File: config.mk
export PLATFORM = sky130hd
export DESIGN_NAME = rhex_div
export DESIGN_NICKNAME = d
export VERILOG_FILES = /design/src/hdl/rounded_hexagon_icon_shader_defines.svh /design/src/hdl/rhex_pkg.sv /design/src/hdl/rhex_div.sv
export SDC_FILE = /design/constraint.sdc
export NUM_CORES = 1
export LEC_CHECK = 0
export ABC_AREA = 1
export BUFFER_PORTS_ARGS = -buffer_cell sky130_fd_sc_hd__buf_2
export CORE_MARGIN = 10
export CORE_UTILIZATION = 35
export CTS_CLUSTER_SIZE = 16
export DETAILED_ROUTE_END_ITERATION = 10
export PLACE_DENSITY = 0.54
export SETUP_SLACK_MARGIN = 0.3
export SLEW_MARGIN = 40
export SYNTH_ARGS = -nofsm -noshare
export SYNTH_HDL_FRONTEND = slang
export SYNTH_SLANG_ARGS = --single-unit
export TNS_END_PERCENT = 100
File: constraint.sdc
create_clock -name clk -period 2.7 [get_ports clk]
set_clock_uncertainty 0.05 [all_clocks]
set_input_delay 0.135 -clock clk [delete_from_list [all_inputs] [get_ports clk]]
set_output_delay 0.135 -clock clk [all_outputs]
set_load 0.01 [all_outputs]
File: src/hdl/rounded_hexagon_icon_shader_defines.svh
// ---------------------------------------------------------------------------
// Rounded hexagon icon shader assertion macros
// Shared property forms; each expects clk and rst_n in the enclosing scope.
// ---------------------------------------------------------------------------
`ifndef ROUNDED_HEXAGON_ICON_SHADER_DEFINES_SVH
`define ROUNDED_HEXAGON_ICON_SHADER_DEFINES_SVH

// Same-cycle implication.
`define RHEX_ASSERT_IMP(label, ante, cons, msg) \
    label: assert property (@(posedge clk) disable iff (!rst_n) (ante) |-> (cons)) \
        else $error(msg);

// Next-cycle implication.
`define RHEX_ASSERT_NXT(label, ante, cons, msg) \
    label: assert property (@(posedge clk) disable iff (!rst_n) (ante) |=> (cons)) \
        else $error(msg);

`endif

File: src/hdl/rhex_pkg.sv
// ---------------------------------------------------------------------------
// Rounded hexagon icon shader package
// Fixed-point constants, register indexes, fill codes and shared types.
// ---------------------------------------------------------------------------
package rhex_pkg;

    // Default number of fraction bits for geometry
    localparam int COORD_BITS_DEF = 8;

    // Constants held with 16 fraction bits
    localparam logic [16:0] K_ONE    = 17'd65536;
    localparam logic [16:0] K_HALF   = 17'd32768;
    localparam logic [16:0] K_CORNER = 17'd15729;
    localparam logic [16:0] K_SQ3H   = 17'd56756;
    localparam logic [16:0] K_INVSQ3 = 17'd37837;
    localparam logic [16:0] K_TIPFIX = 17'd10138;
    localparam logic [16:0] K_RCX    = 17'd26214;
    localparam logic [16:0] K_RCY    = 17'd22938;
    localparam logic [16:0] K_RDEN   = 17'd45875;

    // Gradient fraction and divider sizing
    localparam int TFRAC     = 16;
    localparam int DIV_QBITS = TFRAC + 2;

    // Input queue depth (power of two)
    localparam int QUEUE_DEPTH = 4;

    // Configuration register indexes
    localparam logic [2:0] CFG_ICON_SIZE   = 3'd0;
    localparam logic [2:0] CFG_FILL_MODE   = 3'd1;
    localparam logic [2:0] CFG_COLOR_START = 3'd2;
    localparam logic [2:0] CFG_COLOR_END   = 3'd3;

    // Gradient kinds
    localparam logic [1:0] FILL_SOLID    = 2'd0;
    localparam logic [1:0] FILL_VERTICAL = 2'd1;
    localparam logic [1:0] FILL_DIAGONAL = 2'd2;
    localparam logic [1:0] FILL_RADIAL   = 2'd3;

    // Classified pixel handed from the front to the geometry pipeline
    typedef struct packed {
        logic       valid;
        logic       zero;
        logic [7:0] x;
        logic [7:0] y;
    } pix_t;

endpackage

File: src/hdl/rhex_div.sv
// ---------------------------------------------------------------------------
// Rounded hexagon gradient divider
// Pipelined restoring division giving the 16-fraction-bit gradient fraction.
// ---------------------------------------------------------------------------
module rhex_div
    import rhex_pkg::*;
#(
    parameter int VW  = COORD_BITS_DEF + 10,
    parameter int SBW = 1
)
(
    input  logic                 clk,
    input  logic                 rst_n,
    input  logic                 en,
    input  logic                 in_valid,
    input  logic [VW-1:0]        num,
    input  logic [VW-1:0]        dvs,
    input  logic [SBW-1:0]       sb_in,
    output logic                 out_valid,
    output logic [DIV_QBITS-1:0] quo,
    output logic [SBW-1:0]       sb_out
);

    localparam int QB = DIV_QBITS;

    logic [QB:0]    vld_reg;
    logic [SBW-1:0] sb_reg  [0:QB];
    logic [VW-1:0]  d_reg   [0:QB];
    logic [VW-1:0]  rem_reg [0:QB];
    logic [QB-1:0]  nlo_reg [0:QB];
    logic [QB-1:0]  q_reg   [0:QB];

    always_ff @(posedge clk or negedge rst_n)
    begin
        if (!rst_n)
        begin
            vld_reg <= '0;
        end
        else if (en)
        begin
            vld_reg <= {vld_reg[QB-1:0], in_valid};
        end
    end

    // Load: numerator is num scaled by 2^16; its bits above QB seed the remainder
    always_ff @(posedge clk)
    begin
        if (en)
        begin
            sb_reg[0]  <= sb_in;
            d_reg[0]   <= dvs;
            rem_reg[0] <= num >> 2;
            nlo_reg[0] <= {num[1:0], TFRAC'(0)};
            q_reg[0]   <= '0;
        end
    end

    // One quotient bit per stage
    for (genvar k = 1; k <= QB; k++)
    begin : g_stage
        logic [VW:0] r2;
        logic        ge;

        always_comb
        begin
            r2 = {rem_reg[k-1], nlo_reg[k-1][QB-1]};
            ge = (r2 >= {1'b0, d_reg[k-1]});
        end

        always_ff @(posedge clk)
        begin
            if (en)
            begin
                sb_reg[k]  <= sb_reg[k-1];
                d_reg[k]   <= d_reg[k-1];
                rem_reg[k] <= ge ? VW'(r2 - {1'b0, d_reg[k-1]}) : VW'(r2);
                nlo_reg[k] <= nlo_reg[k-1] << 1;
                q_reg[k]   <= {q_reg[k-1][QB-2:0], ge};
            end
        end
    end

    assign out_valid = vld_reg[QB];
    assign quo       = q_reg[QB];
    assign sb_out    = sb_reg[QB];

endmodule

=== After elaboration in Yosys (flattened, before gate mapping) ===
Memory sizes are Yosys's and may differ from the RTL's.
Cells that the tools add are included.

* Muxes and demuxes: 20
* Magnitude comparators: 18
* Add/subtract/negate cells: 18

{| class="wikitable"
|+ Operators with widths
! operator !! number
|-
| $ge A19 B18 Y1 || 18
|-
| $mux W18 || 18
|-
| $sub A18 B18 Y18 || 18
|-
| $mux W1 || 2
|}

* Input port bits: 41
* Memories: 5
* Output and inout port bits: 20
* Word-level logic and storage cells: 62
* RAM bits: 1368
* Register bits: 19

{| class="wikitable"
|+ Memory list
! name !! words !! bits a word !! read ports !! clocked after memory_dff !! write ports !! RTL line !! source
|-
| d_reg || 19 || 18 || 18 || 0 || 19 || rhex_div.sv:28 || <nowiki>logic [VW-1:0] d_reg [0:QB];</nowiki>
|-
| q_reg || 19 || 18 || 19 || 0 || 19 || rhex_div.sv:31 || <nowiki>logic [QB-1:0] q_reg [0:QB];</nowiki>
|-
| rem_reg || 19 || 18 || 18 || 0 || 19 || rhex_div.sv:29 || <nowiki>logic [VW-1:0] rem_reg [0:QB];</nowiki>
|-
| nlo_reg || 19 || 17 || 18 || 0 || 19 || rhex_div.sv:30 || <nowiki>logic [QB-1:0] nlo_reg [0:QB];</nowiki>
|-
| sb_reg || 19 || 1 || 19 || 0 || 19 || rhex_div.sv:27 || <nowiki>logic [SBW-1:0] sb_reg [0:QB];</nowiki>
|}

=== Longest topological paths before layout ===
An unclocked memory read counts as a cell.

* Word-level depth: 3
* Gate-level depth with buffers: 14

=== Worst setup path after synthesis ===
Ideal clock, no wire load.

* Path type: register -> register
* Start point: memory rem_reg[4][0] (netlist name)
* End point: memory rem_reg[5][0] (netlist name) (data pin)
* Cell stages (with the launch flop): 9
* Setup slack: 0.645 ns
* Required time: 2.390 ns
* Arrival: 1.745 ns
* Cell sequence: edfxtp_1 -> ha_1 -> ha_1 -> and3_1 -> nand3_1 -> nor2_1 -> a21oi_2 -> buf_2 -> a21oi_1

{| class="wikitable"
|+ RTL lines
! element !! RTL line
|-
| from (decl) || rhex_div.sv:29
|}

==> out/summary.txt <==
Max Cap Viol -> 0
Iteration-0 DRC Markers -> 2554
Clk_lat worst skew -> 710 ps
Max Slew Vio Count -> 0
Total GRT Usage -> 0.1712
Min-Delay Path Class -> in -> reg
Area taken by multi-input logic gates -> 0.02219 mm²
Area grow syn2layout -> 17.54%
Top cells by area, synth -> edfxtp_1, nand2_1, ha_1
Post-route clock period utilization -> 0.8730
Worst setup SP type -> flop
DP HPWL -> 106500 µm
Syn Inst Count -> 5768
Largest net degree at the start of global routing -> 135
Die Wd -> 399.9 µm
CP arrival -> 2760 ps
Worst-path clk slew -> 60 ps
Hold Violations, Final -> 0
Share of cells above drive strength 1 -> 0.1137
Starting Density -> 0.3521
Remaining antenna violation count -> 0
P_sw -> 0.02652 W
Leakage -> 27.63 nW
Yosys Warn Count -> 0
Global-route track usage on met3 -> 0.02001
Area occupied by registers -> 0.02567 mm²
Most frequent cells in the layout -> nand2_1, inv_1, edfxtp_1, nand3_1, nor2_1
Final instance area -> 0.05938 mm²
Pwr Density -> 1080 mW/mm²
Worst Setup End Kind -> flop
Flop pwr share -> 0.330
Die Footprint -> 0.1599 mm²
CTS tree -> built
Post-layout min period -> 2357 ps
Peak supply drop -> 0.5883 mV
Library cells used by synthesis -> 44
Cell Area, Synth -> 0.05052 mm²
Crit path max fanout -> 9
Ports -> 61
Top FF cell, synth -> edfxtp_1
Normalized max-slew margin -> 0.5875
Leading area contributor after synthesis -> edfxtp_1
Die Y -> 399.9 µm
Area share of the largest cell type after synthesis -> 0.4987
Fmax -> 424.3 MHz
Post-synth ARST share -> 0.02214
Final Core Density -> 0.4139
Final setup violation count -> 0
DRT Pass-1 Iters -> 7
RSZ-0062 raised after global routing -> yes
H-tree depth -> 3
GP Congestion -> 0.8860
Met1 Track Usage GR -> 0.2296
Via density -> 4.773
Met2 Usage GRT -> 0.2902
Antenna Cells -> 0
Post-synth EDFFs -> 839
Final wirelength -> 142500 µm
Most common cell after layout, fill and taps aside -> nand2_1
Port buffer count -> 60
GRT busiest layer -> met2
DP Area -> 0.05373 mm²
Avg Synthesized Cell Area -> 8.759 µm²
Clock share of power -> 0.217
Smallest hold slack -> 82.43 ps
CTS Buffer Depth -> 3
CP Class -> reg -> reg
Internal power -> 0.03760 W
Clock sinks -> 858
Comb power frac -> 0.453
Fill cells -> 14272
Sequential-to-total area share from yosys stat -> 0.5081
Grt ovf -> 0
Seq cells post-synth -> 858
CORE AREA -> 0.1435 mm²
First-pass GRT wire length -> 215700 µm
CTS buffer count -> 99
Vias -> 38729
Worst-Margin Slew -> 616.4 ps
Post-Syn Nets -> 6148
Switching part of the total -> 0.4136
Outcome -> completed
Clock Tree Root -> clkbuf_16
Max reg flops -> 324
Row Count -> 139
Initial antenna violation count -> 1
Vias in the first global route -> 37455
Required time of the critical path -> 3100 ps
WL per Instance -> 17.56 µm
Final-stage net count -> 6508
DRC Markers -> 0
Setup_tns -> 0 ps
==> repair_timing <==
action | 4_1_cts | 5_1_grt
pin swaps | 3 | 23
gates resized for setup | 28 | 197
endpoints found under the hold margin | 139 | 19
setup buffers | 16 | 67
hold buffers | 41 | 1
endpoints found under the setup margin | 140 | 295
gates cloned | 1 | 17
==> worst max-delay path: stages (launching register included) <==
cell and delay (ps):
edfxtp_1 390, inv_1 70, ha_2 380, nand2_1 80, nor2_2 160, nor2_2 90, o21ai_2 190, nand2_1 120
nand2_1 220, nand2_4 150, nand3_1 140, nand2_1 80
==> cell families (layout without fill, tap and decap cells) <==
family	count (synthesis)	in the layout	share of synthesized area
AND/OR/NAND/NOR	3193	3211	0.2709
buffers and inverters	943	1368	0.07559
flip-flops	858	858	0.5081
adder cells (fa/ha/maj)	339	339	0.08648
AO/OA/AOI/OAI	284	284	0.03272
XOR/XNOR	150	150	0.02600
multiplexers	1	1	0.0002229
==> stage by stage <==
step | total power [W] | instances | setup slack (ps)
5_1_grt | 0.06917 | 8114 | 249.2
4_1_cts | 0.06311 | 8028 | 300.7
3_3_place_gp | 0.04852 | 7786 | 37.75
3_5_place_dp | 0.04855 | 7786 | 113.5
6_report | 0.06412 | 8114 | 342.9
2_1_floorplan | 0.03991 | 5768 | 645.1
==> final timing paths <==
check / start / slack [ps] / cells past startpoint / to
setup / recovery: d_reg[7][2] / 340 / 11 / rem_reg[8][15]
hold / removal: dvs[15] / 80 / 2 / d_reg[0][15]
setup reg to reg: d_reg[7][2] / 340 / 11 / rem_reg[8][15]
hold reg to reg: sb_reg[7] / 360 / 0 / sb_reg[8]
max in group asynchronous: rst_n / 1830 / 4 / vld_reg[4]
min in group asynchronous: rst_n / 470 / 4 / vld_reg[0]
==> metal layers <==
metal  wire length (µm)  vias up
met1              65500    18188
met2              67700      722
met5                  0        -
met4               3806        0
met3               5511      185
li1                   -    19634
==> power groups by stage <==
stage	Clock [W]	Sequential (W)	Combinational (W)
4_1_cts	0.0144	0.0211	0.0276
3_5_place_dp	0	0.0213	0.0272
6_report	0.0139	0.0211	0.0291
5_1_grt	0.0149	0.0214	0.0329
3_3_place_gp	0	0.0214	0.0271
2_1_floorplan	0	0.0201	0.0198
==> synthesized netlist by cell type, types with 4 or more instances <==
| master | count |
|---|---|
| nand3b_1 | 119 |
| buf_4 | 9 |
| nand2_4 | 5 |
| o21bai_1 | 16 |
| nand2_2 | 21 |
| nand4_2 | 15 |
| nand3_2 | 4 |
| xnor2_1 | 12 |
| o21ai_0 | 42 |
| nor2_1 | 367 |
| nand2_1 | 1938 |
| nor2_2 | 10 |
| clkbuf_1 | 4 |
| ha_1 | 322 |
| a21oi_1 | 175 |
| buf_6 | 27 |
| and3_1 | 6 |
| nand4_1 | 14 |
| or2_2 | 16 |
| buf_2 | 20 |
| a21oi_2 | 23 |
| xor2_1 | 138 |
| nand3_1 | 588 |
| edfxtp_1 | 839 |
| nor3_1 | 79 |
| fa_1 | 17 |
| a31oi_2 | 8 |
| dfrtp_1 | 19 |
| o21ai_2 | 4 |
| o21ai_1 | 12 |
| and2_1 | 7 |
| inv_1 | 880 |
==> cell type report <==
type	count	area share
Inverter	881	0.05569
Clock buffer	114	0.04334
Timing Repair Buffer	303	0.04142
Sequential cell	858	0.4323
Tap cell	1903	0.04010
Clock inverter	70	0.01355
Multi-Input combinational cell	3985	0.3736
Note: power is estimated with default switching activity, not from simulation.
