<file path="src/hdl/rounded_hexagon_icon_shader_defines.svh">
// ---------------------------------------------------------------------------
// Rounded hexagon icon shader assertion macros
// Shared property forms; each expects clk and rst_n in the enclosing scope.
// ---------------------------------------------------------------------------
`ifndef ROUNDED_HEXAGON_ICON_SHADER_DEFINES_SVH
`define ROUNDED_HEXAGON_ICON_SHADER_DEFINES_SVH

// Same-cycle implication.
`define RHEX_ASSERT_IMP(label, ante, cons, msg) \
    label: assert property (@(posedge clk) disable iff (!rst_n) (ante) |-> (cons)) \
        else $error(msg);

// Next-cycle implication.
`define RHEX_ASSERT_NXT(label, ante, cons, msg) \
    label: assert property (@(posedge clk) disable iff (!rst_n) (ante) |=> (cons)) \
        else $error(msg);

`endif

</file>
<file path="src/hdl/rhex_pkg.sv">
// ---------------------------------------------------------------------------
// Rounded hexagon icon shader package
// Fixed-point constants, register indexes, fill codes and shared types.
// ---------------------------------------------------------------------------
package rhex_pkg;

    // Default number of fraction bits for geometry
    localparam int COORD_BITS_DEF = 8;

    // Constants held with 16 fraction bits
    localparam logic [16:0] K_ONE    = 17'd65536;
    localparam logic [16:0] K_HALF   = 17'd32768;
    localparam logic [16:0] K_CORNER = 17'd15729;
    localparam logic [16:0] K_SQ3H   = 17'd56756;
    localparam logic [16:0] K_INVSQ3 = 17'd37837;
    localparam logic [16:0] K_TIPFIX = 17'd10138;
    localparam logic [16:0] K_RCX    = 17'd26214;
    localparam logic [16:0] K_RCY    = 17'd22938;
    localparam logic [16:0] K_RDEN   = 17'd45875;

    // Gradient fraction and divider sizing
    localparam int TFRAC     = 16;
    localparam int DIV_QBITS = TFRAC + 2;

    // Input queue depth (power of two)
    localparam int QUEUE_DEPTH = 4;

    // Configuration register indexes
    localparam logic [2:0] CFG_ICON_SIZE   = 3'd0;
    localparam logic [2:0] CFG_FILL_MODE   = 3'd1;
    localparam logic [2:0] CFG_COLOR_START = 3'd2;
    localparam logic [2:0] CFG_COLOR_END   = 3'd3;

    // Gradient kinds
    localparam logic [1:0] FILL_SOLID    = 2'd0;
    localparam logic [1:0] FILL_VERTICAL = 2'd1;
    localparam logic [1:0] FILL_DIAGONAL = 2'd2;
    localparam logic [1:0] FILL_RADIAL   = 2'd3;

    // Classified pixel handed from the front to the geometry pipeline
    typedef struct packed {
        logic       valid;
        logic       zero;
        logic [7:0] x;
        logic [7:0] y;
    } pix_t;

endpackage

</file>
<file path="src/hdl/rhex_sqrt.sv">
// ---------------------------------------------------------------------------
// Rounded hexagon square root unit
// Two-lane pipelined integer square root, one result bit per stage.
// ---------------------------------------------------------------------------
module rhex_sqrt
    import rhex_pkg::*;
#(
    parameter int M   = COORD_BITS_DEF + 10,
    parameter int SBW = 1
)
(
    input  logic             clk,
    input  logic             rst_n,
    input  logic             en,
    input  logic             in_valid,
    input  logic [2*M-1:0]   a_in,
    input  logic [2*M-1:0]   b_in,
    input  logic [SBW-1:0]   sb_in,
    output logic             out_valid,
    output logic [M-1:0]     a_root,
    output logic [M-1:0]     b_root,
    output logic [SBW-1:0]   sb_out
);

    localparam int SQW = 2 * M;

    logic [M:0]     vld_reg;
    logic [SBW-1:0] sb_reg   [0:M];
    logic [SQW-1:0] n_reg    [0:1][0:M];
    logic [M+1:0]   rem_reg  [0:1][0:M];
    logic [M-1:0]   root_reg [0:1][0:M];

    // Load the operands
    always_ff @(posedge clk or negedge rst_n)
    begin
        if (!rst_n)
        begin
            vld_reg <= '0;
        end
        else if (en)
        begin
            vld_reg <= {vld_reg[M-1:0], in_valid};
        end
    end

    always_ff @(posedge clk)
    begin
        if (en)
        begin
            sb_reg[0]      <= sb_in;
            n_reg[0][0]    <= a_in;
            n_reg[1][0]    <= b_in;
            rem_reg[0][0]  <= '0;
            rem_reg[1][0]  <= '0;
            root_reg[0][0] <= '0;
            root_reg[1][0] <= '0;
        end
    end

    // One root bit per stage in each lane
    for (genvar k = 1; k <= M; k++)
    begin : g_stage
        always_ff @(posedge clk)
        begin
            if (en)
            begin
                sb_reg[k] <= sb_reg[k-1];
            end
        end

        for (genvar l = 0; l < 2; l++)
        begin : g_lane
            logic [M+3:0] r2;
            logic [M+3:0] trial;
            logic         ge;

            always_comb
            begin
                r2    = {rem_reg[l][k-1], n_reg[l][k-1][SQW-1 -: 2]};
                trial = (M+4)'({root_reg[l][k-1], 2'b01});
                ge    = (r2 >= trial);
            end

            always_ff @(posedge clk)
            begin
                if (en)
                begin
                    n_reg[l][k]    <= n_reg[l][k-1] << 2;
                    rem_reg[l][k]  <= ge ? (M+2)'(r2 - trial) : (M+2)'(r2);
                    root_reg[l][k] <= {root_reg[l][k-1][M-2:0], ge};
                end
            end
        end
    end

    assign out_valid = vld_reg[M];
    assign a_root    = root_reg[0][M];
    assign b_root    = root_reg[1][M];
    assign sb_out    = sb_reg[M];

endmodule

</file>
<file path="config.mk">
export PLATFORM = sky130hd
export DESIGN_NAME = rhex_sqrt
export DESIGN_NICKNAME = d
export VERILOG_FILES = /design/src/hdl/rounded_hexagon_icon_shader_defines.svh /design/src/hdl/rhex_pkg.sv /design/src/hdl/rhex_sqrt.sv
export SDC_FILE = /design/constraint.sdc
export NUM_CORES = 2
export LEC_CHECK = 0
export ABC_AREA = 1
export BUFFER_PORTS_ARGS = -buffer_cell sky130_fd_sc_hd__buf_2
export CAP_MARGIN = 20
export CORE_UTILIZATION = 40
export DETAILED_ROUTE_END_ITERATION = 16
export PLACE_DENSITY = 0.58
export SLEW_MARGIN = 20
export SYNTH_ARGS = -nofsm -noshare
export SYNTH_HDL_FRONTEND = slang
export SYNTH_SLANG_ARGS = --single-unit
</file>
<file path="constraint.sdc">
create_clock -name clk -period 1.9 [get_ports clk]
set_input_delay 0.095 -clock clk [delete_from_list [all_inputs] [get_ports clk]]
set_output_delay 0.095 -clock clk [all_outputs]
set_load 0.01 [all_outputs]
</file>
; ---- Word level (Yosys, flattened, before mapping)
; Memories as Yosys holds them, arrays and structs flattened.
; Index checks and enable logic that the tools add are counted.
[totals]
ff_bits = 19
mem_bits_rw = 2683
out_inout_bits = 38
elab_cells = 115
n_memories = 4
[mem_list]
columns = name, words, word_bits, rd, rd_ports_with_merged_regs, wr, line
row1 = n_reg, 2, 648, 2, 0, 2, rhex_sqrt.sv:29  ; logic [SQW-1:0] n_reg [0:1][0:M];
row2 = rem_reg, 2, 360, 2, 0, 2, rhex_sqrt.sv:30  ; logic [M+1:0] rem_reg [0:1][0:M];
row3 = root_reg, 2, 324, 2, 0, 2, rhex_sqrt.sv:31  ; logic [M-1:0] root_reg [0:1][0:M];
row4 = sb_reg, 19, 1, 19, 0, 19, rhex_sqrt.sv:28  ; logic [SBW-1:0] sb_reg [0:M];
[op_classes]
add_sub_neg = 36
order_cmp = 36
mux = 38
[ops]
columns = operator, n
row1 = $ge A22 B20 Y1, 34
row2 = $mux W20, 36
row3 = $sub A20 B20 Y20, 34
row4 = $ge A22 B20 Y1 const B, 2
row5 = $sub A20 B20 Y20 const B, 2
row6 = $mux W1, 2

; ---- Depth between registers and ports, before layout
; An unclocked memory read counts as a cell.
[depth]
ltp_word = 3
mapped_depth = 14

; ---- Least setup slack after synthesis
; Ideal clock, no wire load.
[synth_path]
path_kind = reg-to-reg
from = memory rem_reg[0][604] (netlist name)
to = memory rem_reg[0][584] (netlist name) (data pin)
arrival_time_ns = 1.721
required_ns = 1.643
slack_ns = -0.079
stages_incl_launch_ff = 11
path_buffers = 1
period_less_slack_ns = 1.979
path_cell_list = edfxtp_1 > ha_1 > nand2_1 > inv_1 > a21oi_4 > nand2_1 > nor2_2 > nand2_4 > inv_2 > buf_4 > o21ai_2
[synth_lines]
columns = item, line
row1 = start: declaration, rhex_sqrt.sv:30

==> impl_results.md <==
- Number of synthesized flops with an enable pin: ~1.7k
- Status: finished with violations
- Layout Utilization: around 60%
- CP max stage delay: ~0.50 ns
- Vias per inst: ~4.7
- Final Slew Violations: 0
- Hold Crit Class: primary input to register
- Arr. time, crit path: 2.71 ns
- Drt wl/cell: 15.8 µm
- Layout cell share with drive strength beyond 1: 39.0%
- Htree depth: 4
- Clock skew: between 0.04 and 0.05 ns
- Hold Violations, Final: 0
- CTS Buffer Depth: 3
- Library cells used by synthesis: 53
- Layout area overhead: 46.3%
- Synth Area per Inst: 9.66 µm²
- Initial antenna violation count: 1
- Multi-input logic area: 38,800 µm²
- CP max FO: 10
- Count of input and output buffers: around 110
- # diodes: 0
- Clock power frac: between 30 and 40%
- Peak supply drop: between 0.9 and 1 mV
- Type of the worst setup path: register to register
- Routed WL: between 200,000 and 250,000 µm
- Critical-path cell list: ha_4 > a21oi_2 > nand2_1 > or2_4 > nand2_4 > nand2_4 > nor2_8 > buf_12 > o21ai_1
- Clk pin slew, worst setup/hold paths: ~0.06 ns
- Period Utilization, post-route: 113%
- Syn. warnings: 0
- Clk sinks: approximately 1.7k
- GRT Residual Overflow: 0
- TritonCTS Buffers: around 190
- Worst Setup End Kind: register
- Initial DRT Pass Iterations: 6
- Root Driver: clkbuf_16
- GPL Wtd Cong: a little over 0.9
- # setup viols final: about 530
- Max Cap Viol: 0
- Power Density: just over 900 nW/µm²
- Gr usage total: around a fifth
- Final instance area: around 130,000 µm²
- Internal: between 80 and 90 mW
- Initial Util: roughly two fifths
- CTS tree: built
- Vias in the first global route: 67.5k
- Largest net degree at the start of global routing: between 90 and 100
- Post-synth ARST share: 1.12%
- Filler cells: ~18k
- Fmax: between 400 and 500 MHz
- Top cells by area, synth: edfxtp_1, nand2_1, inv_1
- Rel. slew slack: between 40 and 50%
- RSZ-0062 raised after global routing: yes
- DR iter-0 viols: roughly 3.9k
- Total power: 115 mW
- Final ANT Viol Nets: 0
- Reg power frac: about two fifths
- Leakage power: between 50 and 60 nW
- Num rows: 170
- Hpwl dp: approximately 160,000 µm
- Pin slew with the least headroom to its limit: 0.820 ns
- Netlist Area Pre-Place: 86,200 µm²
- Register Area: about 51,000 µm²
- Post-synth top area share: 58.5%
- Prevailing post-synth register cell: edfxtp_1
- Cell taking the most area after synthesis: edfxtp_1
- Logic pwr share: between 20 and 30%
- WHS: 0.0737 ns
- DR vias: between 60k and 70k
- P_sw: between 30 and 40 mW
- Die W: 466 µm
- Sw Ratio: around 29%
- Die H: between 400 and 500 µm
- Dpl cell area: roughly 100,000 µm²
- WP buf/inv: 1
- Req. time, crit path: 2.46 ns
- Largest register FFs: approximately 700
- First-pass GRT wire length: 347,000 µm
- Failing checks: negative setup slack
- Critical path's slowest cell: edfxtp_1
- Fin crit period: about 2.2 ns
- Mapped Cells: 8,924
- FF+latch count, synth: 1,698
- I/O Pins: between 100 and 150
- Drt drc: 0
- Final Net Count: 12.0k
- Total die area: 217,000 µm²
- Crit path launch type: register
- Setup ws final: -0.252 ns
- Core area: approximately 210,000 µm²
- Worst path most repeated cell: nand2_4
- Post-synthesis sequential area ratio: approximately three fifths
- Clock latency on the worst-skew pair: between 0.8 and 0.9 ns
- Top Family by Delay on Critical Path: simple AND/OR/NAND/NOR gates
[through the flow]
step / std cells / setup WS [ns] / setup TNS [ns]
floorplan: 8925 / -0.0119 / -0.0775
global placement: 13543 / -0.589 / -108.90
detailed placement: 13543 / -0.568 / -118.46
CTS: 14256 / -0.237 / -65.07
global route: 14583 / -0.329 / -112.34
finish: 14583 / -0.252 / -57.30
[cell type report]
class,instances,area share [%]
Timing Repair Buffer,2525,16.5
Clock buffer,212,3.79
Clock inverter,134,1.30
Multi-Input combinational cell,5771,30.8
Inverter,1397,4.30
Sequential cell,1698,40.4
Tap cell,2838,2.82
Timing Repair inverter,8,0.0735
[kinds of logic after synthesis]
group	Yosys count	synth area share [%]
AO/OA/AOI/OAI	751	4.68
other	1	0.00435
multiplexers	1	0.0131
flip-flops	1698	59.1
adder cells (fa/ha/maj)	380	5.52
AND/OR/NAND/NOR	4325	20.9
buffers and inverters	1471	6.80
XOR/XNOR	297	3.02
[final timing paths]
check                      slack (ns)  cells after the start         endpoint            start
setup / recovery                -0.25                      9  rem_reg[0][484]  rem_reg[0][503]
hold / removal                   0.07                      2   n_reg[0][1264]          b_in[4]
setup reg to reg                -0.25                      9  rem_reg[0][484]  rem_reg[0][503]
hold reg to reg                  0.40                      0    n_reg[0][521]    n_reg[0][553]
max in group asynchronous        0.94                      3       vld_reg[8]            rst_n
min in group asynchronous        0.45                      3      vld_reg[18]            rst_n
[layout by cell type (no fill, tap or decap), types with 114 or more instances in the layout]
cell              n
a21oi_1         195
a21oi_2         136
buf_2           114
buf_4          2066
clkbuf_16       207
dlygate4sd3_1   150
edfxtp_1       1679
ha_1            130
ha_4            240
inv_1          1130
inv_2           236
nand2_1        2031
nand2_2         518
nand2_4         206
nand3_1         355
nor2_1          587
o21ai_0         148
xnor2_1         139
xor2_1          148
[synth_stat cells (18+ instances only)]
library cell  instances
inv_1              1374
o21ai_1              67
nand2_2              33
nand4_1             109
buf_6                30
ha_1                380
xnor2_1             142
a21oi_1             374
inv_2                18
o21ai_2              21
nand3b_1             90
edfxtp_1           1679
nor2_1              740
nand3_1             441
o21ai_0             237
nor2_2               24
xor2_1              155
nor3_1               90
nand2_1            2721
buf_2                22
dfrtp_1              19
[per-layer routing]
layer	track usage, %	part of all wire (%)	routed length (µm)
met1	24.7	43	98000
met2	35.9	51	118000
met3	2.44	3.2	7260
met4	6.37	3.1	7030
met5	0	0.0078	18
[power by group through the flow]
stage / clock network [mW] / registers (mW) / logic [mW]
2_1_floorplan: 0 / 47.8 / 11.9
3_3_place_gp: 0 / 48.6 / 22.2
3_5_place_dp: 0 / 48.7 / 22.5
4_1_cts: 38.5 / 48.1 / 25.3
5_1_grt: 39.9 / 48.5 / 32.3
6_report: 37.5 / 48.2 / 29.4
[worst reg2reg max path: stages, from the launching register on]
cell and delay [ns]:
edfxtp_1 0.50, ha_4 0.29, a21oi_2 0.17, nand2_1 0.09, or2_4 0.27, nand2_4 0.10, nand2_4 0.08, nor2_8 0.17
buf_12 0.15, o21ai_1 0.07
[what timing repair did]
| item | CTS | global route |
|---|---|---|
| hold endpoints to repair | 614 | 0 |
| setup buffers | 202 | 306 |
| resized for setup | 813 | 1589 |
| setup endpoints to repair | 627 | 658 |
| hold buffers | 150 | 0 |
| gates cloned | 24 | 35 |
| pin swaps | 255 | 561 |
Note: power is estimated with default switching activity, not from simulation.
