**src/hdl/rounded_hexagon_icon_shader_defines.svh**
```systemverilog
// ---------------------------------------------------------------------------
// Rounded hexagon icon shader assertion macros
// Shared property forms; each expects clk and rst_n in the enclosing scope.
// ---------------------------------------------------------------------------
`ifndef ROUNDED_HEXAGON_ICON_SHADER_DEFINES_SVH
`define ROUNDED_HEXAGON_ICON_SHADER_DEFINES_SVH

// Same-cycle implication.
`define RHEX_ASSERT_IMP(label, ante, cons, msg) \
    label: assert property (@(posedge clk) disable iff (!rst_n) (ante) |-> (cons)) \
        else $error(msg);

// Next-cycle implication.
`define RHEX_ASSERT_NXT(label, ante, cons, msg) \
    label: assert property (@(posedge clk) disable iff (!rst_n) (ante) |=> (cons)) \
        else $error(msg);

`endif

```
**src/hdl/rhex_pkg.sv**
```systemverilog
// ---------------------------------------------------------------------------
// Rounded hexagon icon shader package
// Fixed-point constants, register indexes, fill codes and shared types.
// ---------------------------------------------------------------------------
package rhex_pkg;

    // Default number of fraction bits for geometry
    localparam int COORD_BITS_DEF = 8;

    // Constants held with 16 fraction bits
    localparam logic [16:0] K_ONE    = 17'd65536;
    localparam logic [16:0] K_HALF   = 17'd32768;
    localparam logic [16:0] K_CORNER = 17'd15729;
    localparam logic [16:0] K_SQ3H   = 17'd56756;
    localparam logic [16:0] K_INVSQ3 = 17'd37837;
    localparam logic [16:0] K_TIPFIX = 17'd10138;
    localparam logic [16:0] K_RCX    = 17'd26214;
    localparam logic [16:0] K_RCY    = 17'd22938;
    localparam logic [16:0] K_RDEN   = 17'd45875;

    // Gradient fraction and divider sizing
    localparam int TFRAC     = 16;
    localparam int DIV_QBITS = TFRAC + 2;

    // Input queue depth (power of two)
    localparam int QUEUE_DEPTH = 4;

    // Configuration register indexes
    localparam logic [2:0] CFG_ICON_SIZE   = 3'd0;
    localparam logic [2:0] CFG_FILL_MODE   = 3'd1;
    localparam logic [2:0] CFG_COLOR_START = 3'd2;
    localparam logic [2:0] CFG_COLOR_END   = 3'd3;

    // Gradient kinds
    localparam logic [1:0] FILL_SOLID    = 2'd0;
    localparam logic [1:0] FILL_VERTICAL = 2'd1;
    localparam logic [1:0] FILL_DIAGONAL = 2'd2;
    localparam logic [1:0] FILL_RADIAL   = 2'd3;

    // Classified pixel handed from the front to the geometry pipeline
    typedef struct packed {
        logic       valid;
        logic       zero;
        logic [7:0] x;
        logic [7:0] y;
    } pix_t;

endpackage

```
**src/hdl/rhex_front.sv**
```systemverilog
// ---------------------------------------------------------------------------
// Rounded hexagon front end
// Accepts pixel transactions, flags pixels outside the icon, and queues them.
// ---------------------------------------------------------------------------
`include "rounded_hexagon_icon_shader_defines.svh"

module rhex_front
    import rhex_pkg::*;
(
    input  logic       clk,
    input  logic       rst_n,
    input  logic       in_valid,
    output logic       in_stall,
    input  logic [7:0] pixel_x,
    input  logic [7:0] pixel_y,
    input  logic [7:0] icon_size,
    input  logic       take,
    output pix_t       head
);

    localparam int DEPTH = QUEUE_DEPTH;
    localparam int PW    = $clog2(DEPTH);
    localparam int CW    = $clog2(DEPTH + 1);

    logic          front_valid_reg;
    pix_t          front_reg;
    pix_t          mem [0:DEPTH-1];
    logic [PW-1:0] wr_ptr_reg;
    logic [PW-1:0] rd_ptr_reg;
    logic [CW-1:0] count_reg;
    logic [CW-1:0] count_next;
    logic          full;
    logic          push;
    logic          pop;
    logic          zero;

    // Classify: zero size or pixel beyond the icon renders as blank
    assign zero = (icon_size == 8'd0) || (pixel_x >= icon_size) || (pixel_y >= icon_size);

    assign full     = (count_reg == CW'(DEPTH));
    assign in_stall = front_valid_reg & full;
    assign push     = front_valid_reg & ~full;
    assign pop      = take & (count_reg != '0);

    // Hold the accepted transaction until the queue has room
    always_ff @(posedge clk or negedge rst_n)
    begin
        if (!rst_n)
        begin
            front_valid_reg <= 1'b0;
        end
        else if (!in_stall)
        begin
            front_valid_reg <= in_valid;
        end
    end

    always_ff @(posedge clk)
    begin
        if (!in_stall && in_valid)
        begin
            front_reg <= '{valid: 1'b1, zero: zero, x: pixel_x, y: pixel_y};
        end
    end

    // Queue storage
    always_ff @(posedge clk)
    begin
        if (push)
        begin
            mem[wr_ptr_reg] <= front_reg;
        end
    end

    always_comb
    begin
        count_next = count_reg;
        if (push && !pop)
        begin
            count_next = count_reg + CW'(1);
        end
        else if (pop && !push)
        begin
            count_next = count_reg - CW'(1);
        end
    end

    // Advance pointers and fill count
    always_ff @(posedge clk or negedge rst_n)
    begin
        if (!rst_n)
        begin
            wr_ptr_reg <= '0;
            rd_ptr_reg <= '0;
            count_reg  <= '0;
        end
        else
        begin
            if (push)
            begin
                wr_ptr_reg <= wr_ptr_reg + PW'(1);
            end
            if (pop)
            begin
                rd_ptr_reg <= rd_ptr_reg + PW'(1);
            end
            count_reg <= count_next;
        end
    end

    always_comb
    begin
        head       = mem[rd_ptr_reg];
        head.valid = (count_reg != '0);
    end

    `RHEX_ASSERT_IMP(a_count_bound, 1'b1, count_reg <= CW'(DEPTH), "queue count overflow")
    `RHEX_ASSERT_NXT(a_stall_holds, in_stall, front_valid_reg, "stalled front lost its item")
    `RHEX_ASSERT_NXT(a_push_count, push && !pop, count_reg == $past(count_reg) + CW'(1),
                     "queue count missed a push")

endmodule

```
**config.mk**
```make
export PLATFORM = sky130hd
export DESIGN_NAME = rhex_front
export DESIGN_NICKNAME = d
export VERILOG_FILES = /design/src/hdl/rhex_pkg.sv /design/src/hdl/rhex_front.sv
export VERILOG_INCLUDE_DIRS = /design/src /design/src/hdl
export SDC_FILE = /design/constraint.sdc
export NUM_CORES = 1
export LEC_CHECK = 0
export BUFFER_PORTS_ARGS = -buffer_cell sky130_fd_sc_hd__buf_4
export CAP_MARGIN = 25
export CORE_ASPECT_RATIO = 0.9
export CORE_MARGIN = 3
export CORE_UTILIZATION = 60
export DETAILED_ROUTE_END_ITERATION = 10
export PLACE_DENSITY_LB_ADDON = 0.25
export SYNTH_ARGS = -nofsm -noshare
export SYNTH_HDL_FRONTEND = slang
export SYNTH_SLANG_ARGS = --single-unit
```
**constraint.sdc**
```tcl
create_clock -name clk -period 4.69 [get_ports clk]
set_input_delay 0.938 -clock clk [delete_from_list [all_inputs] [get_ports clk]]
set_output_delay 0.938 -clock clk [all_outputs]
set_load 0.05 [all_outputs]
```
; Word-level counts from Yosys, hierarchy flattened
; Memories as Yosys holds them, arrays and structs flattened.
; Cells that the tools add are included.
[classes]
muxes = 4
n_addsub = 4
eq_ne = 1
n_lt_le_gt_ge = 2
n_reduce_logical = 11
bitwise = 4
[ops]
columns = operator, count
row1 = $ge A8 B8 Y1, 2
row2 = $logic_not A8 Y1, 1
row3 = $mux W3, 2
row4 = $add A2 B1 Y2 const B, 2
row5 = $add A3 B1 Y3 const B, 1
row6 = $and A1 B1 Y1, 3
row7 = $eq A3 B3 Y1 const B, 1
row8 = $logic_and A1 B1 Y1, 3
row9 = $logic_not A1 Y1, 3
row10 = $reduce_bool A3 Y1, 1
row11 = $sub A3 B1 Y3 const B, 1
row12 = $logic_or A1 B1 Y1, 2
row13 = $mux W1, 2
row14 = $reduce_bool A2 Y1, 1
row15 = $not A1 Y1, 1
[word_totals]
word_cells = 34
reg_bits = 25
n_memories = 1
ramBits = 68
input_bits = 28
out_inout_bits = 19
[mem_list]
columns = memory, words, width, rd, rd_clocked_by_memory_dff, wr, line
row1 = mem, 4, 17, 1, 0, 1, rhex_front.sv:27  ; pix_t mem [0:DEPTH-1];

; Logic depth before layout (Yosys ltp)
; Gate-level depths: netlist of run 1.
[logic_depth]
depth_word = 7
depth_mapped = 8
depth_no_buf = 8

; Worst setup path before layout of run 1
; OpenSTA, ideal clock, no wires.
[synth_path]
path_kind = flip-flop to flip-flop
start = register count_reg[1]
end = register count_reg[2]
n_path_buf = 0
setup_ns = 0.079
slack_ns = 2.409
required_ns = 4.611
arrival_ns = 2.202
path_stages_with_launch = 9
period_less_slack_ns = 2.281
cell_sequence = dfrtp_1 or3_1 nand2_1 ha_1 inv_1 fa_1 xor2_1 nor2_1 xor2_1
[synth_lines]
columns = element, line
row1 = start: declaration, rhex_front.sv:30  ; logic [CW-1:0] count_reg;
row2 = start signal: assignment, rhex_front.sv:107  ; count_reg <= count_next;

==> key figures, run 1 <==
Clock network
  • CTS resizes: 0
  • H-tree Lvls: 3
  • Cts hold-fix bufs: 0
  • Root buffer cell: clkbuf_8
  • Deepest clock path buffer count: 2
  • Num CTS Buffers: 9
  • Clock sinks: 93
  • CTS tree: done
  • Clock latency on the worst-skew pair: 0.36 ns
  • Post-CTS Setup Inserts: 0
  • CTS clk-pin slew, worst paths: 0.08 ns

Yosys
  • Synth Flop Type: edfxtp_1
  • Unique cell type count in the Yosys netlist: 33
  • Share of flip-flops with an asynchronous set or reset: 8.60%
  • YS warnings: 0
  • #FFs+latches synth: 93
  • Area leader, netlist: edfxtp_1
  • Most common cell in the netlist: edfxtp_1
  • Syn Nets: 242
  • Post-synth EDFFs: 85
  • Post-Syn Instances: 192
  • Mapped Area: 0.00382 mm^2
  • Post-synth top area share: 66.8%
  • Synth top area cells: edfxtp_1, ha_1, mux4_1
  • Top cells by count, synth: edfxtp_1, ha_1, inv_1
  • Seq/Total Area, Yosys: 72.0%
  • Synth Area per Inst: 19.9 um^2

Die
  • I/O Pins: 47
  • DIE AREA: 0.00737 mm^2
  • Vert. Die Dim: 81.7 um
  • Die X: 90.1 um
  • Row count: 26
  • Core footprint: 0.00592 mm^2
  • Initial Util: 64.6%

Setup path
  • Setup crit start: rd_ptr_reg[0]
  • Worst EP arrival: 1.98 ns
  • CP Data Required Time: 3.75 ns
  • Crit path launch type: flop
  • Crit path largest cell delay: 0.65 ns
  • Crit-path slowest cell: dfrtp_1
  • CP Class: reg -> out
  • Setup crit end kind: output pin
  • Cell Chain, Critical Path: buf_16, mux4_1, buf_4
  • FF-to-FF Start: count_reg[1]
  • Critical path buffers and inverters: 2
  • Delay-heaviest family, CP: flip-flops
  • Crit Path Max Fanout: 13

Detailed routing
  • Routed len/inst: 18.0 um
  • Drt pass-1 iters: 4
  • Routed WL: 6060 um
  • Via Count: 1,846
  • Vias per inst: 5.49
  • Iter 0 DRT Violations: 93
  • DRT antenna net count: 0
  • Drt drc: 0

Flow run
  • Max cap viols: 0

Placement
  • HPWL after DPL: 4130 um
  • Dpl cells: 319
  • GPL Wtd Cong: 0.825
  • IO Port Bufs: 46

Finish
  • FILL cells: 366
  • Ant. Diodes: 0
  • Area Growth Syn to Fin: 16.8%
  • Layout Cells excl Fill: 336
  • Share of layout cells above drive strength 1: 29.4%
  • Max reg flops: 68
  • Nets: 297

Timing
  • Slew Limit Fails: 0
  • Fin crit share: 62.1%
  • Slew headroom: 35.6%
  • RSZ-0062 raised after global routing: no
  • Final setup violating endpoints: 0
  • Slew @ Worst Pin: 0.967 ns
  • Layout Skew: 0.0111 ns
  • Fmax: 343 MHz
  • Final min period: 2.91 ns
  • Setup TNS: 0 ns
  • Final hold vios: 0

Power
  • Lkg Pwr: 1.69 nW
  • PD cells: 633 mW/mm^2
  • Maximum vdd drop: 346 uV

Status
  • Status: complete, no violations

GRT
  • Remaining Overflow, GRT: 0
  • Gr usage total: 18.3%
  • First-pass GRT wire length: 9860 um
  • Initial antenna violation count: 0
  • Vias in the first global route: 1,996
  • Largest net degree at the start of global routing: 20

Hold path
  • Hold Crit Class: in -> async
worst register-to-register path, cell delays in order (launching register included):
cell     delay (ns)
dfrtp_1        0.43
or3_1          0.43
nand2_1        0.14
ha_1           0.20
inv_1          0.06
fa_1           0.37
xor2_1         0.17
nor2_1         0.11
xor2_1         0.15
layout by cell type (no fill, tap or decap), types with 3 or more instances in the layout:
cell type	count
nor2_1	3
mux4_2	8
mux4_1	9
nand2_1	7
inv_1	13
xnor2_1	4
a211oi_1	3
clkinvlp_4	3
dfrtp_1	8
edfxtp_1	85
ha_1	21
buf_4	47
clkbuf_8	9
and2_1	4
metal layers:
| layer | vias to the layer above | routed length, um | global-route usage (%) | share of wire [%] |
|---|---|---|---|---|
| met5 | - | 0 | 0 | 0 |
| met4 | 0 | 81 | 6.27 | 1.3 |
| met3 | 9 | 352 | 5.86 | 5.8 |
| met2 | 51 | 3010 | 31.2 | 50 |
| met1 | 912 | 2620 | 22.8 | 43 |
| li1 | 874 | - | - | - |
per-stage QoR:
| step | hold slack [ns] | worst slack [ns] | power [mW] | cell area (um^2) | util (%) |
|---|---|---|---|---|---|
| 2_1_floorplan | 0.459 | 2.41 | 2.03 | 3820 | - |
| 3_3_place_gp | 0.475 | 1.79 | 2.28 | 4240 | 71.6 |
| 3_5_place_dp | 0.489 | 1.80 | 2.31 | 4240 | 71.6 |
| 4_1_cts | 0.373 | 1.39 | 2.82 | 4440 | 74.9 |
| 5_1_grt | 0.371 | 1.71 | 2.96 | 4460 | 75.4 |
| 6_report | 0.383 | 1.78 | 2.83 | 4460 | 75.4 |
path summary, 6_finish.rpt:
path | endpoint | slack (ns) | cells past startpoint
worst min register to register | mem[2][10] | 0.50 | 0
worst max register to register | count_reg[2] | 2.57 | 8
min in group clk | mem[2][10] | 0.50 | 0
max in group asynchronous | wr_ptr_reg[1] | 4.18 | 1
worst min-delay path | count_reg[1] | 0.38 | 1
worst max-delay path | head[7] | 1.78 | 3
kinds of logic (layout without fill, tap and decap cells):
kind of cell,count (synthesis),after routing,share of synthesized area (%)
flip-flops,93,93,72.0
adder cells (fa/ha/maj),22,22,7.40
buffers and inverters,17,77,2.36
AND/OR/NAND/NOR,22,22,2.91
AO/OA/AOI/OAI,14,14,2.75
XOR/XNOR,6,6,1.37
multiplexers,18,18,11.2
power by group:
group | leakage [nW] | internal (mW) | total, mW | switching (mW)
clock network | 0.0895 | 0.250 | 0.520 | 0.271
registers | 0.882 | 1.13 | 1.24 | 0.114
logic | 0.714 | 0.404 | 1.07 | 0.663
area by class of cell:
cell class | instances | area (um^2) | share of cell area (%)
Clock buffer | 10 | 128 | 2.86
Clock inverter | 6 | 70.1 | 1.57
Inverter | 13 | 48.8 | 1.09
Multi-Input combinational cell | 82 | 980 | 21.9
Sequential cell | 93 | 2750 | 61.7
Tap cell | 84 | 105 | 2.35
Timing Repair Buffer | 48 | 380 | 8.52
(Power assumes the default switching activity.)
==> run 2: changes to the inputs <==
- CORE_UTILIZATION: 60 -> 52
- clock period: 4.69 -> 2.6 ns (I/O delays scaled with it)
==> key figures, run 2 (synthesis gave the netlist of run 1 again) <==
Timing
  • Final min period: 2.36 ns
  • Setup TNS: 0 ns (unchanged)
  • Slew headroom: 70.9% (was 35.6%)
  • Layout Skew: 0.00842 ns (was 0.0111 ns)
  • Fmax: 424 MHz
  • Slew @ Worst Pin: 0.437 ns (was 0.967 ns)
  • RSZ-0062 raised after global routing: no (unchanged)
  • Final setup violating endpoints: 0 (unchanged)
  • Worst setup margin: 0.243 ns (was 1.78 ns)
  • Fin crit share: 90.7%
  • Final hold vios: 0 (unchanged)
  • Slew Limit Fails: 0 (unchanged)

Placement
  • HPWL after DPL: 4330 um (was 4130 um)
  • IO Port Bufs: 46 (unchanged)
  • GPL Wtd Cong: 0.854 (was 0.825)
  • Pre-CTS setup slack: 0.510 ns (was 1.80 ns)

Die
  • Row count: 29 (was 26)
  • Initial Util: 54.0% (was 64.6%)
  • Core footprint: 0.00708 mm^2 (was 0.00592 mm^2)
  • Vert. Die Dim: 87.3 um (was 81.7 um)
  • DIE AREA: 0.00842 mm^2 (was 0.00737 mm^2)
  • Die X: 96.4 um (was 90.1 um)
  • I/O Pins: 47 (unchanged)

Detailed routing
  • Drt pass-1 iters: 4 (unchanged)
  • Via Count: 1,883 (was 1,846)
  • Drt drc: 0 (unchanged)
  • Iter 0 DRT Violations: 79 (was 93)
  • Vias per inst: 5.36 (was 5.49)
  • Routed len/inst: 17.3 um (was 18.0 um)
  • DRT antenna net count: 0 (unchanged)
  • Routed WL: 6080 um (was 6060 um)

Power
  • PD cells: 1130 mW/mm^2 (was 633 mW/mm^2)
  • Lkg Pwr: 1.73 nW (was 1.69 nW)
  • Maximum vdd drop: 495 uV (was 346 uV)
  • Overall power consumption: 5.14 mW (was 2.83 mW)

Clock network
  • Clock latency on the worst-skew pair: 0.35 ns (was 0.36 ns)
  • CTS clk-pin slew, worst paths: 0.10 ns (was 0.08 ns)
  • Post-CTS Setup Inserts: 0 (unchanged)
  • H-tree Lvls: 3 (unchanged)
  • Root buffer cell: clkbuf_8 (unchanged)
  • Num CTS Buffers: 9 (unchanged)
  • Deepest clock path buffer count: 2 (unchanged)
  • CTS tree: done (unchanged)
  • Clock sinks: 93 (unchanged)

Setup path
  • Crit path launch type: flop (unchanged)
  • CP Data Required Time: 2.08 ns (was 3.75 ns)
  • CP Class: reg -> out (unchanged)
  • Worst EP arrival: 1.84 ns (was 1.98 ns)
  • Crit Path Max Fanout: 19 (was 13)
  • Setup crit end kind: output pin (unchanged)

GRT
  • Vias in the first global route: 1,956 (was 1,996)
  • Remaining Overflow, GRT: 0 (unchanged)
  • Largest net degree at the start of global routing: 20 (unchanged)
  • First-pass GRT wire length: 10,000 um (was 9860 um)
  • Gr usage total: 16.4% (was 18.3%)
  • Met3 usage: 5.53% (was 5.86%)
  • Grt met1 use: 22.9% (was 22.8%)
  • Initial antenna violation count: 0 (unchanged)
  • GR Layer Usage met2: 25.3% (was 31.2%)
  • Global route hottest layer: met2 (unchanged)

Finish
  • FILL cells: 490 (was 366)
  • Max reg flops: 68 (unchanged)
  • Most frequent cells in the layout: edfxtp_1, buf_4, ha_1, inv_1 (unchanged)
  • Area Growth Syn to Fin: 18.9% (was 16.8%)
  • Commonest non-fill, non-tap cell in the layout: edfxtp_1 (unchanged)
  • Nets: 303 (was 297)
  • Share of layout cells above drive strength 1: 31.0% (was 29.4%)
  • Ant. Diodes: 0 (unchanged)
  • Post-route core utilization: 64.2% (was 75.4%)

Status
  • Status: complete, no violations (unchanged)

Hold path
  • Hold Crit Class: in -> reg (was in -> async)

Flow run
  • Max cap viols: 0 (unchanged)
-- run 2: changes by cell type in the layout (fill, tap and decap cells not counted), moves of 3 or more --
cell        delta
buf_12         +3
buf_4          +3
clkinvlp_4     -3
inv_8          +3
-- run 2: worst paths after layout --
check                      slack, ns     startpoint             to  cells after the start
setup / recovery                0.24  rd_ptr_reg[0]        head[6]                      3
hold / removal                  0.35     pixel_y[0]   front_reg[0]                      1
setup reg to reg                0.52   count_reg[1]   count_reg[2]                      8
hold reg to reg                 0.51   front_reg[6]      mem[1][6]                      0
max in group asynchronous       1.96          rst_n  rd_ptr_reg[1]                      2
min in group asynchronous       0.51          rst_n   count_reg[2]                      2
-- run 2: layer usage --
metal | part of all wire [%] | vias up | wire [um]
li1 | - | 893 | -
met1 | 46 | 927 | 2780
met2 | 47 | 57 | 2850
met3 | 6.4 | 6 | 390
met4 | 0.90 | 0 | 55
met5 | 0 | - | 0
-- run 2: per-stage QoR --
| step | hold slack (ns) | std cells | area (um^2) |
|---|---|---|---|
| floorplan | 0.224 | 192 | 3820 |
| detailed placement | 0.344 | 334 | 4330 |
| global placement | 0.345 | 334 | 4330 |
| finish | 0.346 | 351 | 4540 |
| global route | 0.315 | 351 | 4540 |
| CTS | 0.329 | 351 | 4540 |
-- run 2: layout make-up --
| cell class | count | area [um^2] | area share, % |
|---|---|---|---|
| flip-flops and latches | 93 | 2750 | 60.6 |
| multi-input cells | 82 | 980 | 21.6 |
| repair buffers | 54 | 445 | 9.80 |
| clock buffers | 9 | 124 | 2.73 |
| well taps | 93 | 116 | 2.56 |
| clock inverters | 7 | 76.3 | 1.68 |
| inverters | 13 | 48.8 | 1.07 |
-- run 2: what timing repair did --
action | CTS | global route
hold buffers | 1 | 0
gates resized for setup | 0 | 0
endpoints found under the hold margin | 8 | 0
-- run 2: worst max-delay path, stage by stage (launching register included) --
cell and delay, ns:
dfrtp_1 0.33, buf_4 0.31, mux4_1 0.62, buf_4 0.21
-- run 2: power by group --
part / switching, mW / total (mW) / leakage (nW) / internal, mW
logic: 1.26 / 2.04 / 0.748 / 0.774
clock network: 0.545 / 0.929 / 0.103 / 0.384
registers: 0.148 / 2.17 / 0.882 / 2.02
==> run 3: changes to the inputs <==
- CORE_UTILIZATION: 52 -> 57
- clock period: 2.6 -> 2.5 ns (I/O delays scaled with it)
==> key figures, run 3 (synthesis gave the netlist of run 1 again) <==
Finish
  • Max reg flops: 68 (unchanged)
  • Register area: 0.00275 mm^2 (unchanged)
  • FILL cells: 402 (was 490)
  • Commonest non-fill, non-tap cell in the layout: edfxtp_1 (unchanged)
  • Share of layout cells above drive strength 1: 30.5% (was 31.0%)
  • Nets: 304 (was 303)
  • Area Growth Syn to Fin: 18.5% (was 18.9%)
  • Area occupied by multi-input gates: 980 um^2 (unchanged)
  • Ant. Diodes: 0 (unchanged)
  • Most frequent cells in the layout: edfxtp_1, buf_4, ha_1, inv_1 (unchanged)

Setup path
  • Delay-heaviest family, CP: multiplexers (unchanged)
  • Crit Path Max Fanout: 19 (unchanged)
  • Worst EP arrival: 1.77 ns (was 1.84 ns)
  • Crit path launch type: flop (unchanged)
  • Crit-path slowest cell: mux4_1 (unchanged)
  • Critical path buffers and inverters: 2 (unchanged)
  • Crit path largest cell delay: 0.62 ns (about the same)
  • Setup crit end kind: output pin (unchanged)
  • CP Class: reg -> out (unchanged)
  • CP Data Required Time: 2.00 ns (was 2.08 ns)
  • Cell Chain, Critical Path: buf_12, mux4_1, buf_4 (was buf_4, mux4_1, buf_4)

Detailed routing
  • Drt drc: 0 (unchanged)
  • Vias per inst: 5.40 (was 5.36)
  • Iter 0 DRT Violations: 80 (was 79)
  • Drt pass-1 iters: 4 (unchanged)
  • DRT antenna net count: 0 (unchanged)
  • Via Count: 1,868 (was 1,883)
  • Routed len/inst: 18.0 um (was 17.3 um)
  • Routed WL: 6220 um (was 6080 um)

GRT
  • Initial antenna violation count: 0 (unchanged)
  • Vias in the first global route: 2,055 (was 1,956)
  • Largest net degree at the start of global routing: 20 (unchanged)
  • Gr usage total: 18.1% (was 16.4%)
  • Remaining Overflow, GRT: 0 (unchanged)
  • First-pass GRT wire length: 10,400 um (was 10,000 um)

Power
  • PD cells: 1190 mW/mm^2 (was 1130 mW/mm^2)
  • Clock Power Share: 18.1% (about the same)
  • Internal: 3.38 mW (was 3.18 mW)
  • Combinational share of power: 40.2% (was 39.6%)
  • Lkg Pwr: 1.73 nW (about the same)
  • Maximum vdd drop: 648 uV (was 495 uV)
  • Net Sw Frac: 37.1% (was 38.1%)
  • Seq pwr share: 41.6% (was 42.3%)
  • Switching power: 1.99 mW (was 1.96 mW)

Clock network
  • Root buffer cell: clkbuf_8 (unchanged)
  • H-tree Lvls: 3 (unchanged)
  • Cts hold-fix bufs: 1 (unchanged)
  • CTS resizes: 0 (unchanged)
  • Num CTS Buffers: 9 (unchanged)
  • Clock latency on the worst-skew pair: 0.35 ns (about the same)
  • CTS clk-pin slew, worst paths: 0.09 ns (was 0.10 ns)
  • CTS tree: done (unchanged)
  • Deepest clock path buffer count: 2 (unchanged)
  • Clock sinks: 93 (unchanged)
  • Post-CTS Setup Inserts: 0 (unchanged)

Timing
  • Layout Skew: 0.00421 ns (was 0.00842 ns)
  • Worst setup margin: 0.225 ns (was 0.243 ns)
  • Setup TNS: 0 ns (unchanged)
  • Slew @ Worst Pin: 0.408 ns (was 0.437 ns)
  • Fin crit share: 91.0%
  • Fmax: 440 MHz
  • Final hold vios: 0 (unchanged)
  • RSZ-0062 raised after global routing: no (unchanged)
  • Final min period: 2.27 ns
  • Slew headroom: 72.8% (was 70.9%)
  • Slew Limit Fails: 0 (unchanged)
  • Final setup violating endpoints: 0 (unchanged)
  • Hold WS: 0.333 ns (was 0.346 ns)

Die
  • Die X: 92.3 um (was 96.4 um)
  • Initial Util: 60.5% (was 54.0%)
  • Core footprint: 0.00632 mm^2 (was 0.00708 mm^2)
  • Vert. Die Dim: 83.7 um (was 87.3 um)
  • DIE AREA: 0.00773 mm^2 (was 0.00842 mm^2)
  • Row count: 27 (was 29)
  • I/O Pins: 47 (unchanged)

Flow run
  • Max cap viols: 0 (unchanged)

Placement
  • IO Port Bufs: 46 (unchanged)
  • Pre-CTS setup slack: 0.423 ns (was 0.510 ns)
  • HPWL after DPL: 4370 um (was 4330 um)
  • GPL Wtd Cong: 0.794 (was 0.854)

Status
  • Status: complete, no violations (unchanged)

Hold path
  • Hold Crit Class: in -> reg (unchanged)
[run 3: per-stage QoR]
stage	instances	total power [mW]	utilization (%)	area, um^2
global route	346	5.64	71.7	4530
CTS	346	5.44	71.7	4530
global placement	329	4.40	68.4	4320
finish	346	5.37	71.7	4530
detailed placement	329	4.46	68.4	4320
floorplan	192	3.81	-	3820
[run 3: path summary, 6_finish.rpt]
check / end / from / slack [ns] / depth (start not counted)
setup / recovery: head[2] / rd_ptr_reg[0] / 0.23 / 3
hold / removal: front_reg[0] / pixel_y[0] / 0.33 / 1
setup reg to reg: count_reg[2] / count_reg[1] / 0.42 / 8
hold reg to reg: mem[1][2] / front_reg[2] / 0.51 / 0
max in group asynchronous: rd_ptr_reg[0] / rst_n / 1.87 / 2
min in group asynchronous: wr_ptr_reg[0] / rst_n / 0.50 / 2
[run 3: per-layer routing]
| metal | vias to the layer above | GRT usage (%) | share of wire [%] |
|---|---|---|---|
| li1 | 886 | - | - |
| met1 | 931 | 23.8 | 44 |
| met2 | 42 | 29.3 | 50 |
| met3 | 9 | 4.69 | 4.5 |
| met4 | 0 | 6.88 | 1.2 |
| met5 | - | 0 | 0 |
[run 3: worst reg2reg max path, stage by stage, from the launching register on]
cell     delay [ns]
dfrtp_1        0.42
or3_1          0.42
nand2_1        0.12
ha_1           0.19
inv_1          0.06
fa_1           0.37
xor2_1         0.17
nor2_1         0.11
xor2_1         0.14
[run 3: final cells by class]
cell class | instances | share of cell area, %
Inverter | 13 | 1.08
Tap cell | 87 | 2.40
Clock buffer | 9 | 2.74
Clock inverter | 7 | 1.63
Multi-Input combinational cell | 82 | 21.6
Timing Repair Buffer | 55 | 9.73
Sequential cell | 93 | 60.8
[run 3: power by group through the flow]
stage / registers (mW) / clock network [mW] / logic (mW)
2_1_floorplan: 2.23 / 0 / 1.59
3_3_place_gp: 2.25 / 0 / 2.15
3_5_place_dp: 2.28 / 0 / 2.19
4_1_cts: 2.24 / 1.01 / 2.20
5_1_grt: 2.27 / 1.08 / 2.29
6_report: 2.23 / 0.973 / 2.16
